File: config.mk
export PLATFORM = sky130hd
export DESIGN_NAME = arp_cache_table_with_aging_flat
export DESIGN_NICKNAME = d
export VERILOG_FILES = /design/src/rtl/arpc_pkg.sv /design/src/rtl/arpc_if.sv /design/src/rtl/arpc_ctrl.sv /design/src/rtl/arpc_rand.sv /design/src/rtl/arpc_datapath.sv /design/src/rtl/arp_cache_table_with_aging.sv /design/src/flat_wrapper.sv
export SDC_FILE = /design/constraint.sdc
export NUM_CORES = 2
export LEC_CHECK = 0
export CAP_MARGIN = 5
export CORE_UTILIZATION = 50
export DETAILED_ROUTE_END_ITERATION = 16
export DONT_BUFFER_PORTS = 1
export SLEW_MARGIN = 20
export SYNTH_ARGS = -nofsm -noshare
export SYNTH_HDL_FRONTEND = slang
export SYNTH_HIERARCHICAL = 1
export SYNTH_SLANG_ARGS = --single-unit
export TNS_END_PERCENT = 30
File: constraint.sdc
create_clock -name clk -period 12.6 [get_ports clk]
set_input_delay 1.26 -clock clk [delete_from_list [all_inputs] [get_ports clk]]
set_output_delay 1.26 -clock clk [all_outputs]
set_load 0.05 [all_outputs]
File: src/rtl/arpc_pkg.sv
// ----------------------------------------------------------------------------
// ARP cache package
// Shared widths, operation and register codes, reset values and the
// control/status bundles that join the controller and the datapath.
// ----------------------------------------------------------------------------
package arpc_pkg;

    localparam int IP_W   = 32;
    localparam int MAC_W  = 48;
    localparam int AGE_W  = 8;
    localparam int SLOT_W = 5;
    localparam int FUNC_W = 2;
    localparam int LIFE_W = 8;
    localparam int SEED_W = 16;

    // Configuration port: data as wide as the widest register.
    localparam int CFG_IDX_W  = 1;
    localparam int CFG_DATA_W = 16;

    // Operation codes carried in the func field.
    localparam logic [FUNC_W-1:0] FUNC_LOOKUP = 2'd0;
    localparam logic [FUNC_W-1:0] FUNC_INSERT = 2'd1;
    localparam logic [FUNC_W-1:0] FUNC_TICK   = 2'd2;

    // Configuration register indexes.
    localparam logic [CFG_IDX_W-1:0] CFG_LIFETIME = 1'b0;
    localparam logic [CFG_IDX_W-1:0] CFG_SEED     = 1'b1;

    localparam logic [LIFE_W-1:0] LIFETIME_RST = 8'd15;
    localparam logic [SEED_W-1:0] SEED_RST     = 16'd44257;
    localparam logic [SEED_W-1:0] LFSR_TAPS    = 16'hB400;
    localparam logic [AGE_W-1:0]  AGE_MAX      = 8'hFF;

    // Commands from the controller to the datapath.
    typedef struct packed {
        logic capture;   // register the incoming request
        logic exec;      // search and update the table
        logic load_out;  // move the result into the output register
    } arpc_cmd_t;

    // Status from the datapath to the controller.
    typedef struct packed {
        logic rand_wait; // replacement slot not yet computed
    } arpc_status_t;

endpackage

File: src/rtl/arpc_if.sv
// ----------------------------------------------------------------------------
// ARP cache channel interfaces
// Request and response channels with a valid/ready handshake.
// ----------------------------------------------------------------------------
interface arpc_req_if;
    logic                        valid;
    logic                        ready;
    logic [arpc_pkg::FUNC_W-1:0] func;
    logic [arpc_pkg::IP_W-1:0]   ip_addr;
    logic [arpc_pkg::MAC_W-1:0]  mac_addr;

    modport source (output valid, output func, output ip_addr, output mac_addr,
                    input ready);
    modport sink   (input valid, input func, input ip_addr, input mac_addr,
                    output ready);
endinterface

interface arpc_rsp_if;
    logic                        valid;
    logic                        ready;
    logic                        found;
    logic [arpc_pkg::MAC_W-1:0]  mac_found;
    logic [arpc_pkg::SLOT_W-1:0] slot;
    logic                        evicted;

    modport source (output valid, output found, output mac_found, output slot,
                    output evicted, input ready);
    modport sink   (input valid, input found, input mac_found, input slot,
                    input evicted, output ready);
endinterface

File: src/rtl/arpc_ctrl.sv
// ----------------------------------------------------------------------------
// ARP cache controller
// Sequences capture, table search/update and result hand-off.
// ----------------------------------------------------------------------------
module arpc_ctrl (
    input  logic                   clk,
    input  logic                   rst_n,
    input  logic                   req_valid,
    output logic                   req_ready,
    output logic                   rsp_valid,
    input  logic                   rsp_ready,
    output arpc_pkg::arpc_cmd_t    cmd,
    input  arpc_pkg::arpc_status_t status
);
    import arpc_pkg::*;

    typedef enum logic [1:0] {
        ST_IDLE,
        ST_SEARCH,
        ST_FINISH
    } state_t;

    state_t state_reg;
    state_t state_next;
    logic   out_valid_reg;
    logic   out_valid_next;
    logic   out_free;

    // The output register can take a result when empty or being drained.
    assign out_free  = !out_valid_reg || rsp_ready;
    assign req_ready = (state_reg == ST_IDLE) || ((state_reg == ST_FINISH) && out_free);
    assign rsp_valid = out_valid_reg;

    assign cmd.capture  = req_valid && req_ready;
    assign cmd.exec     = (state_reg == ST_SEARCH) && !status.rand_wait;
    assign cmd.load_out = (state_reg == ST_FINISH) && out_free;

    always_comb
    begin
        state_next = state_reg;
        case (state_reg)
            ST_IDLE:
            begin
                if (cmd.capture)
                begin
                    state_next = ST_SEARCH;
                end
            end
            ST_SEARCH:
            begin
                if (cmd.exec)
                begin
                    state_next = ST_FINISH;
                end
            end
            ST_FINISH:
            begin
                if (out_free)
                begin
                    state_next = cmd.capture ? ST_SEARCH : ST_IDLE;
                end
            end
            default:
            begin
                state_next = ST_IDLE;
            end
        endcase

        if (cmd.load_out)
        begin
            out_valid_next = 1'b1;
        end
        else if (rsp_ready)
        begin
            out_valid_next = 1'b0;
        end
        else
        begin
            out_valid_next = out_valid_reg;
        end
    end

    always_ff @(posedge clk or negedge rst_n)
    begin
        if (!rst_n)
        begin
            state_reg     <= ST_IDLE;
            out_valid_reg <= 1'b0;
        end
        else
        begin
            state_reg     <= state_next;
            out_valid_reg <= out_valid_next;
        end
    end

endmodule

File: src/rtl/arpc_rand.sv
// ----------------------------------------------------------------------------
// ARP cache replacement slot generator
// Galois LFSR with a two-stage pipeline that reduces its next value modulo
// the table size by a reciprocal multiplication.
// ----------------------------------------------------------------------------
module arpc_rand #(
    parameter int ENTRIES = 32,
    parameter int IDX_W   = 5
) (
    input  logic                               clk,
    input  logic                               rst_n,
    input  logic                               cfg_we,
    input  logic [arpc_pkg::CFG_IDX_W-1:0]     cfg_idx,
    input  logic [arpc_pkg::CFG_DATA_W-1:0]    cfg_data,
    input  logic                               step,
    output logic [IDX_W-1:0]                   rand_slot,
    output logic                               rand_ok
);
    import arpc_pkg::*;

    localparam int PROD_W = SEED_W + 32;
    // floor(2^32 / ENTRIES) + 1 gives an exact quotient for 16-bit values.
    localparam logic [31:0]       RECIP     = 32'((64'd1 << 32) / ENTRIES + 1);
    localparam logic [SEED_W-1:0] ENTRY_CNT = SEED_W'(ENTRIES);

    logic [SEED_W-1:0] lfsr_reg;
    logic [SEED_W-1:0] lfsr_next;
    logic              seed_wr;
    logic [SEED_W-1:0] x_reg;
    logic [PROD_W-1:0] prod_reg;
    logic              s1_valid_reg;
    logic [IDX_W-1:0]  slot_reg;
    logic              ok_reg;
    logic [SEED_W-1:0] quot;
    logic [SEED_W-1:0] rem;

    assign seed_wr = cfg_we && (cfg_idx == CFG_SEED);

    always_comb
    begin
        lfsr_next = lfsr_reg >> 1;
        if (lfsr_reg[0])
        begin
            lfsr_next = lfsr_next ^ LFSR_TAPS;
        end
    end

    always_ff @(posedge clk or negedge rst_n)
    begin
        if (!rst_n)
        begin
            lfsr_reg <= SEED_RST;
        end
        else if (seed_wr)
        begin
            lfsr_reg <= cfg_data[SEED_W-1:0];
        end
        else if (step)
        begin
            lfsr_reg <= lfsr_next;
        end
    end

    // Remainder stays below ENTRIES, so 16-bit arithmetic is exact here.
    assign quot = prod_reg[PROD_W-1:32];
    assign rem  = x_reg - quot * ENTRY_CNT;

    always_ff @(posedge clk)
    begin
        x_reg    <= lfsr_next;
        prod_reg <= PROD_W'(lfsr_next) * PROD_W'(RECIP);
        slot_reg <= IDX_W'(rem);
    end

    // The candidate is good once both stages hold the current LFSR state.
    always_ff @(posedge clk or negedge rst_n)
    begin
        if (!rst_n)
        begin
            s1_valid_reg <= 1'b0;
            ok_reg       <= 1'b0;
        end
        else if (seed_wr || step)
        begin
            s1_valid_reg <= 1'b0;
            ok_reg       <= 1'b0;
        end
        else
        begin
            s1_valid_reg <= 1'b1;
            ok_reg       <= s1_valid_reg;
        end
    end

    assign rand_slot = slot_reg;
    assign rand_ok   = ok_reg;

endmodule

File: src/rtl/arpc_datapath.sv
// ----------------------------------------------------------------------------
// ARP cache datapath
// Entry table with parallel address compare, aging, MAC storage and the
// result register.
// ----------------------------------------------------------------------------
module arpc_datapath #(
    parameter int ENTRIES = 32,
    parameter int IDX_W   = 5
) (
    input  logic                               clk,
    input  logic                               rst_n,
    input  arpc_pkg::arpc_cmd_t                cmd,
    output arpc_pkg::arpc_status_t             status,
    input  logic [arpc_pkg::FUNC_W-1:0]        req_func,
    input  logic [arpc_pkg::IP_W-1:0]          req_ip,
    input  logic [arpc_pkg::MAC_W-1:0]         req_mac,
    input  logic                               cfg_we,
    input  logic [arpc_pkg::CFG_IDX_W-1:0]     cfg_idx,
    input  logic [arpc_pkg::CFG_DATA_W-1:0]    cfg_data,
    input  logic [IDX_W-1:0]                   rand_slot,
    input  logic                               rand_ok,
    output logic                               rand_step,
    output logic                               found,
    output logic [arpc_pkg::MAC_W-1:0]         mac_found,
    output logic [arpc_pkg::SLOT_W-1:0]        slot,
    output logic                               evicted
);
    import arpc_pkg::*;

    // Captured request.
    logic [FUNC_W-1:0] func_reg;
    logic [IP_W-1:0]   ip_reg;
    logic [MAC_W-1:0]  mac_reg;

    logic [LIFE_W-1:0] lifetime_reg;

    // Table state.
    logic              valid_reg [ENTRIES];
    logic              valid_next [ENTRIES];
    logic [AGE_W-1:0]  age_reg [ENTRIES];
    logic [AGE_W-1:0]  age_next [ENTRIES];
    logic [IP_W-1:0]   entry_ip_reg [ENTRIES];
    logic [MAC_W-1:0]  mac_mem [ENTRIES];
    logic [MAC_W-1:0]  rd_data_reg;

    // Search results.
    logic [ENTRIES-1:0] match;
    logic [ENTRIES-1:0] free;
    logic               hit;
    logic               free_any;
    logic [IDX_W-1:0]   hit_idx;
    logic [IDX_W-1:0]   free_idx;
    logic [IDX_W-1:0]   pos;
    logic               is_lookup;
    logic               is_insert;
    logic               is_tick;
    logic               need_rand;
    logic               do_insert;
    logic               do_tick;

    // Result of the current item, then the output register.
    logic               res_found_reg;
    logic [IDX_W-1:0]   res_slot_reg;
    logic               res_evicted_reg;
    logic               out_found_reg;
    logic [MAC_W-1:0]   out_mac_reg;
    logic [SLOT_W-1:0]  out_slot_reg;
    logic               out_evicted_reg;

    always_ff @(posedge clk)
    begin
        if (cmd.capture)
        begin
            func_reg <= req_func;
            ip_reg   <= req_ip;
            mac_reg  <= req_mac;
        end
    end

    always_ff @(posedge clk or negedge rst_n)
    begin
        if (!rst_n)
        begin
            lifetime_reg <= LIFETIME_RST;
        end
        else if (cfg_we && (cfg_idx == CFG_LIFETIME))
        begin
            lifetime_reg <= cfg_data[LIFE_W-1:0];
        end
    end

    assign is_lookup = (func_reg == FUNC_LOOKUP);
    assign is_insert = (func_reg == FUNC_INSERT);
    assign is_tick   = (func_reg == FUNC_TICK);

    always_comb
    begin
        for (int i = 0; i < ENTRIES; i++)
        begin
            match[i] = valid_reg[i] && (entry_ip_reg[i] == ip_reg);
            free[i]  = !valid_reg[i];
        end
    end

    assign hit      = |match;
    assign free_any = |free;

    // Lowest index wins for both searches.
    always_comb
    begin
        hit_idx  = '0;
        free_idx = '0;
        for (int i = ENTRIES - 1; i >= 0; i--)
        begin
            if (match[i])
            begin
                hit_idx = IDX_W'(i);
            end
            if (free[i])
            begin
                free_idx = IDX_W'(i);
            end
        end
    end

    assign need_rand        = is_insert && !hit && !free_any;
    assign status.rand_wait = need_rand && !rand_ok;
    assign rand_step        = cmd.exec && need_rand;
    assign do_insert        = cmd.exec && is_insert;
    assign do_tick          = cmd.exec && is_tick;

    always_comb
    begin
        if (hit)
        begin
            pos = hit_idx;
        end
        else if (free_any)
        begin
            pos = free_idx;
        end
        else
        begin
            pos = rand_slot;
        end
    end

    always_comb
    begin
        logic [AGE_W-1:0] aged;
        for (int i = 0; i < ENTRIES; i++)
        begin
            aged          = (age_reg[i] == AGE_MAX) ? AGE_MAX : age_reg[i] + 1'b1;
            age_next[i]   = age_reg[i];
            valid_next[i] = valid_reg[i];
            if (do_tick)
            begin
                age_next[i] = aged;
                if (aged >= lifetime_reg)
                begin
                    valid_next[i] = 1'b0;
                end
            end
            if (do_insert && (pos == IDX_W'(i)))
            begin
                age_next[i]   = '0;
                valid_next[i] = 1'b1;
            end
        end
    end

    always_ff @(posedge clk or negedge rst_n)
    begin
        if (!rst_n)
        begin
            for (int i = 0; i < ENTRIES; i++)
            begin
                valid_reg[i] <= 1'b0;
                age_reg[i]   <= '0;
            end
        end
        else
        begin
            for (int i = 0; i < ENTRIES; i++)
            begin
                valid_reg[i] <= valid_next[i];
                age_reg[i]   <= age_next[i];
            end
        end
    end

    always_ff @(posedge clk)
    begin
        if (do_insert)
        begin
            entry_ip_reg[pos] <= ip_reg;
        end
    end

    // MAC storage: one write port, one registered read port.
    always_ff @(posedge clk)
    begin
        if (do_insert)
        begin
            mac_mem[pos] <= mac_reg;
        end
        if (cmd.exec && is_lookup)
        begin
            rd_data_reg <= mac_mem[hit_idx];
        end
    end

    always_ff @(posedge clk)
    begin
        if (cmd.exec)
        begin
            res_found_reg   <= is_lookup && hit;
            res_evicted_reg <= need_rand;
            if (is_insert)
            begin
                res_slot_reg <= pos;
            end
            else if (is_lookup)
            begin
                res_slot_reg <= hit_idx;
            end
            else
            begin
                res_slot_reg <= '0;
            end
        end
        if (cmd.load_out)
        begin
            out_found_reg   <= res_found_reg;
            out_mac_reg     <= res_found_reg ? rd_data_reg : '0;
            out_slot_reg    <= SLOT_W'(res_slot_reg);
            out_evicted_reg <= res_evicted_reg;
        end
    end

    assign found     = out_found_reg;
    assign mac_found = out_mac_reg;
    assign slot      = out_slot_reg;
    assign evicted   = out_evicted_reg;

endmodule

File: src/rtl/arp_cache_table_with_aging.sv
// ----------------------------------------------------------------------------
// ARP cache table with aging
// Sequence: capture the request, search and update the table, then load the
// result into the output register; a new request is taken as a result loads.
// An insert that must evict waits after a seed write or a previous eviction
// while the replacement slot pipeline refills.
// Reset: valid bits and ages clear at once, lifetime returns to 15 and the
// LFSR to 44257; there is no clearing pass, so requests are taken right away.
// ----------------------------------------------------------------------------
module arp_cache_table_with_aging #(
    parameter int ENTRIES = 32
) (
    input  logic                            clk,
    input  logic                            rst_n,
    arpc_req_if.sink                        req,
    arpc_rsp_if.source                      rsp,
    input  logic                            cfg_we,
    input  logic [arpc_pkg::CFG_IDX_W-1:0]  cfg_idx,
    input  logic [arpc_pkg::CFG_DATA_W-1:0] cfg_data
);
    import arpc_pkg::*;

    // Slot index width; a table of one entry still needs one bit.
    localparam int IDX_W = (ENTRIES > 1) ? $clog2(ENTRIES) : 1;

    arpc_cmd_t        cmd;
    arpc_status_t     status;
    logic [IDX_W-1:0] rand_slot;
    logic             rand_ok;
    logic             rand_step;

    // The controller owns the handshakes. A new request is taken while the
    // previous result still sits in the output register; the pipeline stalls
    // when that register is full and the sink holds off, or for a replacement slot.
    arpc_ctrl u_ctrl (
        .clk       (clk),
        .rst_n     (rst_n),
        .req_valid (req.valid),
        .req_ready (req.ready),
        .rsp_valid (rsp.valid),
        .rsp_ready (rsp.ready),
        .cmd       (cmd),
        .status    (status)
    );

    // The replacement generator keeps the next random slot ready ahead of time,
    // so a full-table insert waits on the multiply chain only after a seed write or an eviction.
    arpc_rand #(
        .ENTRIES (ENTRIES),
        .IDX_W   (IDX_W)
    ) u_rand (
        .clk       (clk),
        .rst_n     (rst_n),
        .cfg_we    (cfg_we),
        .cfg_idx   (cfg_idx),
        .cfg_data  (cfg_data),
        .step      (rand_step),
        .rand_slot (rand_slot),
        .rand_ok   (rand_ok)
    );

    // The datapath compares the key against every entry in parallel,
    // applies an insert or an aging tick, and reads the MAC store for a hit.
    arpc_datapath #(
        .ENTRIES (ENTRIES),
        .IDX_W   (IDX_W)
    ) u_datapath (
        .clk       (clk),
        .rst_n     (rst_n),
        .cmd       (cmd),
        .status    (status),
        .req_func  (req.func),
        .req_ip    (req.ip_addr),
        .req_mac   (req.mac_addr),
        .cfg_we    (cfg_we),
        .cfg_idx   (cfg_idx),
        .cfg_data  (cfg_data),
        .rand_slot (rand_slot),
        .rand_ok   (rand_ok),
        .rand_step (rand_step),
        .found     (rsp.found),
        .mac_found (rsp.mac_found),
        .slot      (rsp.slot),
        .evicted   (rsp.evicted)
    );

endmodule

File: src/flat_wrapper.sv
// flat-port wrapper written by rule: the top's interface ports become plain ports
module arp_cache_table_with_aging_flat import arpc_pkg::*;
#(
    parameter int ENTRIES = 32
)
  (clk, rst_n, cfg_we, cfg_idx, cfg_data, req_valid, req_func, req_ip_addr, req_mac_addr, req_ready, rsp_valid, rsp_found, rsp_mac_found, rsp_slot, rsp_evicted, rsp_ready);
  arpc_req_if req_i ();
  arpc_rsp_if rsp_i ();
  input  logic clk;
  input  logic rst_n;
  input  logic cfg_we;
  input  logic [arpc_pkg::CFG_IDX_W-1:0] cfg_idx;
  input  logic [arpc_pkg::CFG_DATA_W-1:0] cfg_data;
  input wire logic [$bits(req_i.valid)-1:0] req_valid;
  input wire logic [$bits(req_i.func)-1:0] req_func;
  input wire logic [$bits(req_i.ip_addr)-1:0] req_ip_addr;
  input wire logic [$bits(req_i.mac_addr)-1:0] req_mac_addr;
  output wire logic [$bits(req_i.ready)-1:0] req_ready;
  output wire logic [$bits(rsp_i.valid)-1:0] rsp_valid;
  output wire logic [$bits(rsp_i.found)-1:0] rsp_found;
  output wire logic [$bits(rsp_i.mac_found)-1:0] rsp_mac_found;
  output wire logic [$bits(rsp_i.slot)-1:0] rsp_slot;
  output wire logic [$bits(rsp_i.evicted)-1:0] rsp_evicted;
  input wire logic [$bits(rsp_i.ready)-1:0] rsp_ready;
  assign req_i.valid = req_valid;
  assign req_i.func = req_func;
  assign req_i.ip_addr = req_ip_addr;
  assign req_i.mac_addr = req_mac_addr;
  assign req_ready = req_i.ready;
  assign rsp_valid = rsp_i.valid;
  assign rsp_found = rsp_i.found;
  assign rsp_mac_found = rsp_i.mac_found;
  assign rsp_slot = rsp_i.slot;
  assign rsp_evicted = rsp_i.evicted;
  assign rsp_i.ready = rsp_ready;
  arp_cache_table_with_aging #(.ENTRIES(ENTRIES)) u_core (.clk(clk), .rst_n(rst_n), .req(req_i), .rsp(rsp_i), .cfg_we(cfg_we), .cfg_idx(cfg_idx), .cfg_data(cfg_data));
endmodule
# Yosys cells after proc, flatten, opt, wreduce, memory -nomap -nowiden
# Memory sizes are Yosys's and may differ from the RTL's. A register that Yosys moved wholly into a read port is not among the register bits.
# Index checks and enable logic that the tools add are counted.
[totals]
register_bits = 471
ramBits = 2560
in_bits = 104
output_inout_bits = 57
mem_count = 2
[op_classes]
n_addsub = 33
n_lt_le_gt_ge = 32
eq_ne = 102
muxes = 274
bitwise = 2
n_reduce_logical = 221
[mem_list]
columns = ["name", "words", "word_bits", "rd", "rd_ports_with_merged_regs", "wr", "line_no", "source"]
rows = [
  ["u_core.u_datapath.mac_mem", 32, 48, 1, 1, 1, "arpc_datapath.sv:43", "logic [MAC_W-1:0] mac_mem [ENTRIES];"],
  ["u_core.u_datapath.entry_ip_reg", 32, 32, 32, 0, 1, "arpc_datapath.sv:42", "logic [IP_W-1:0] entry_ip_reg [ENTRIES];"],
]
[op_table]
columns = ["operator", "count"]
rows = [
  ["equality test 32 bit", 32],
  ["two-way mux 8 bit", 96],
  ["two-way mux 5 bit", 68],
  ["adder 8 x 1 -> 8 bit (second input constant)", 32],
  ["equality test 8 bit (second input constant)", 32],
  ["greater-or-equal comparator 8 bit", 32],
  ["nonzero test 2 bit", 66],
  ["two-way mux 1 bit", 103],
  ["equality test 5 bit (second input constant)", 16],
  ["logical AND 1 bit", 77],
  ["AND reduction 2 bit", 32],
  ["OR reduction 32 bit", 2],
  ["two-way mux 16 bit", 3],
  ["equality test 5 x 4 -> 1 bit (second input constant)", 8],
  ["logical NOT 1 bit", 37],
  ["equality test 5 x 3 -> 1 bit (second input constant)", 4],
  ["equality test 5 x 2 -> 1 bit (second input constant)", 2],
  ["two-way mux 2 bit", 3],
  ["inequality test 2 bit (second input constant)", 3],
  ["one-hot mux 2 bit (3 select lines)", 1],
  ["equality test 5 x 1 -> 1 bit (second input constant)", 1],
  ["logical NOT 5 bit", 1],
  ["subtractor 5 x 1 -> 5 bit (second input constant)", 1],
  ["equality test 2 x 1 -> 1 bit (second input constant)", 2],
  ["other kinds (6)", 10],
]

# Logic depth before layout (Yosys ltp)
# An unclocked memory read counts as a cell.
[depth]
depth_word = 40
depth_mapped = 24
ltp_nobuf = 18

# By module
# Netlist, hierarchy kept.
[modules_own_cells]
columns = ["mod", "n_inst", "cells_each", "area_each_um2", "seq_area_each_um2"]
rows = [
  ["arpc_datapath", 1, 9582, 134770.5, 90051.4],
  ["arpc_rand", 1, 88, 1086.0, 660.6],
  ["arpc_ctrl", 1, 16, 166.4, 75.1],
]

# Worst setup path after synthesis
# OpenSTA, ideal clock, no wires.
[synth_path]
path_kind = "register -> register"
start = "register u_core.u_datapath.ip_reg[12]"
end = "memory u_core.u_datapath.entry_ip_reg[17][0] (enable)"
setup_time_ns = 0.531
arrival_ns = 8.431
required_time_ns = 12.069
slack_ns = 3.638
stages_incl_launch_ff = 21
path_buffers = 5
path_cell_list = "edfxtp_1 buf_2 buf_2 buf_2 xor2_1 nor4_1 nand4_1 or4_1 nand4_1 nor4_1 and3_1 buf_4 nand2_1 nor3b_1 nor2b_1 nor3b_2 nor3b_1 nand2_2 a211o_1 buf_2 nor2_1"
[synth_lines]
columns = ["element", "line_no", "source"]
rows = [
  ["start: declaration", "arpc_datapath.sv:32", "logic [IP_W-1:0] ip_reg;"],
  ["start signal: assignment", "arpc_datapath.sv:75", "ip_reg <= req_ip;"],
  ["end: declaration", "arpc_datapath.sv:42", ""],
]

==> flow_summary.toml <==
[sta]
post-route-period-util = 0.698
setup_viol = 0
period_needed_ps = 8800
relSlewSlack = 0.196
rsz0062_at_grt = "no"
skew_ps = 66.3
tns_ps = 0
drv_slew = 0
max_freq_mhz = 114
worst-slew-pin-transition_ps = 1210
hold_viol = 0

[worst_setup_path]
worst_r2r_endpoint = "u_core/u_datapath/mac_mem[0][23]"
required_ps = 13170
crit_slowest_cell = "nor2_4"
r2r_cells = 21
crit_path_max_incr_delay_ps = 780
rrSetupSlack_ps = 3800
worstPathArrival_ps = 9370
worstPathCellList = "buf_4 -> buf_4 -> xor2_1 -> nor4_1 -> nand4_1 -> or4_1 -> nand4_1 -> nor4bb_1 -> buf_4 -> and3_1 -> nand2_1 -> nor3b_1 -> nor2b_1 -> nor3b_4 -> nor3b_1 -> nand2b_1 -> a211o_1 -> buf_4 -> nor2_4 -> buf_4 -> buf_4"
critPathBufInv = 6
crit_type = "register to register"
critPathTopFamily = "simple AND/OR/NAND/NOR gates"
end_kind = "register"
r2r_start = "u_core/u_datapath/ip_reg[25]"
start_kind = "register"
cp_max_fo = 36
crit_path_frequent_cell = "buf_4"

[synthesis]
synth_edf_count = 2752
avgSynthCellArea_sq_um = 14.0
synth_flop_cell = "edfxtp_1"
ys_seq_area_frac = 0.667
synth.distinct_cells = 93
syn-cell-area_sq_um = 136000
ys_seq_elements = 3079
synth_cells = 9686
async_flop_share = 0.103
synth_warnings = 6
synthesis.nets = 10100

[grt]
globalRouteOverflowTotal = 0
gr-usage-all-layers = 0.282
antenna_found_initial = 31
grt_pass1_vias = 82100
grt_max_degree = 309
grt_pass1_wl_mm = 567

[layout]
drive_gt1_frac = 0.0995
post-route-util = 0.558
num-nets-final = 10200
largest_reg_flops = 1536
final_cells = 13600
n_fill_cell = 21600
syn2layout_area_growth_pct = 11.0
final_cell_mix = "2,752 x edfxtp_1, 756 x xor2_1, 749 x nand2_1"
mostFrequentLayoutCell = "edfxtp_1"

[floorplanning]
die-area_sq_um = 274000
core-area_sq_um = 271000
die_y_um = 524
start_util = 0.502
die_width_um = 524
pin_count = 161
rows = 191

[pwr]
p_int_w = 0.0188
cellLeakagePower_nw = 52.8
pwr-share-comb = 0.159
p_sw_w = 0.00742
vdd_drop_max_v = 0.000169
clkPwrFrac = 0.356
p_per_area_nw_per_um2 = 174
pwr-share-seq = 0.486
swShare = 0.283

[clock_tree]
clkLatencyLatePin_ps = 930
numCtsBuffers = 330
post_cts_buffers = 0
h-tree-depth = 5
cts_tree = "yes"
clkSinkCount = 3079
cts_buffer_depth = 4
clockRootBuffer = "clkbuf_16"
cts.clk_slew.worst_paths_ps = 60

[routing]
wl_per_cell_um = 28.7
drt_iter0_markers = 9479
routed_wirelength_mm = 391
num_vias = 84800
ant_nets = 0
via_per_inst = 6.23
dr.pass1.iters = 8
drc = 0

[placement]
hpwlAfterDp_mm = 224
numPortBuffers = 0
gp_congestion = 0.907
placedCellCount = 13000

[job]
cap_violations = 0

[run_status]
status = "finished, final reports clean"

[min_path]
hold_path.class = "input pin to asynchronous set/reset pin"
==> power groups by stage <==
stage,sequential [W],combinational [W],clock [W]
3_3_place_gp,0.0129,0.00397,0
4_1_cts,0.0128,0.00410,0.00949
6_report,0.0127,0.00416,0.00932
5_1_grt,0.0128,0.00467,0.00987
3_5_place_dp,0.0130,0.00407,0
2_1_floorplan,0.0128,0.00285,0
==> through the flow <==
step                      hold WS, ps  area, sq um  power, W  setup WS, ps
final                            67.4       151000    0.0262          3800
after global routing             20.0       151000    0.0274          3420
after CTS                       0.105       151000    0.0264          3930
after detailed placement          313       140000    0.0171          3930
after global placement            315       140000    0.0169          4100
after floorplan                   310       136000    0.0157          3640
==> synthesized netlist by cell type (48+ instances only) <==
cell	count	area, sq um
nor2b_1	101	632
o32ai_1	49	429
mux2i_1	339	3390
and2_1	106	663
nand3_1	319	1600
nor2_1	306	1150
clkbuf_1	241	905
buf_2	139	696
o221a_2	94	1060
a211oi_1	225	1690
o31ai_1	49	368
o22ai_1	144	901
nor3_1	130	651
a21oi_1	299	1500
xor2_1	756	6620
nand2b_1	197	1230
ha_1	288	3600
dfrtp_1	305	7630
and3_1	84	526
nand2_1	752	2820
edfxtp_1	2752	82600
nor4_1	332	2080
buf_4	49	368
inv_1	147	552
o311ai_0	48	420
mux2_2	106	1190
nand4_1	170	1060
o21ai_0	142	711
a221oi_1	95	832
xnor2_1	340	2980
nand4b_1	120	1050
==> worst max-delay path by stage <==
stage | from | end | depth (start not counted)
CTS | u_core/u_datapath/ip_reg[25] | u_core/u_datapath/mac_mem[0][22] | 21
floorplan | u_core/u_datapath/ip_reg[12] | u_core/u_datapath/entry_ip_reg[17][0] | 20
global placement | u_core/u_datapath/ip_reg[25] | u_core/u_datapath/mac_mem[0][20] | 21
global route | u_core/u_datapath/ip_reg[25] | u_core/u_datapath/mac_mem[0][23] | 21
detailed placement | u_core/u_datapath/ip_reg[25] | u_core/u_datapath/mac_mem[0][20] | 21
finish | u_core/u_datapath/ip_reg[25] | u_core/u_datapath/mac_mem[0][23] | 21
==> cells by family after synthesis <==
logic type | share of synthesized area
flops | 0.667
simple gates | 0.110
compound gates | 0.0700
xor+xnor | 0.0706
buf+inv | 0.0218
mux | 0.0337
fa+ha+maj | 0.0265
==> what timing repair did <==
item / CTS / global route
endpoints found under the hold margin: 10 / 0
hold buffers: 1 / 0
gates resized for setup: 0 / 0
==> per-layer routing <==
layer / global-route usage / vias to the layer above / wire [um]
li1: - / 37200 / -
met1: 0.413 / 43200 / 170000
met2: 0.431 / 3707 / 175000
met3: 0.0503 / 606 / 34200
met4: 0.0838 / 14 / 12300
met5: 0 / - / 100
==> worst reg2reg max path: stages (launching register included) <==
cell and delay (ps):
edfxtp_1 320, buf_4 520, buf_4 730, xor2_1 220, nor4_1 300, nand4_1 110
or4_1 650, nand4_1 330, nor4bb_1 110, buf_4 180, and3_1 300, nand2_1 150
nor3b_1 70, nor2b_1 210, nor3b_4 540, nor3b_1 450, nand2b_1 540, a211o_1 420
buf_4 240, nor2_4 780, buf_4 750, buf_4 530
==> cell type report <==
type                       count  area [sq um]  area share
antenna                       14          35.0    0.000232
clock buffer                 414          8820      0.0584
clock inverter               176          1420     0.00943
inverter                     147           552     0.00366
multi-input combinational   5984         42700       0.283
sequential                  3079         90800       0.601
tap                         3570          4470      0.0296
timing repair buffer         224          2210      0.0147
Note: power is estimated with default switching activity, not from simulation.
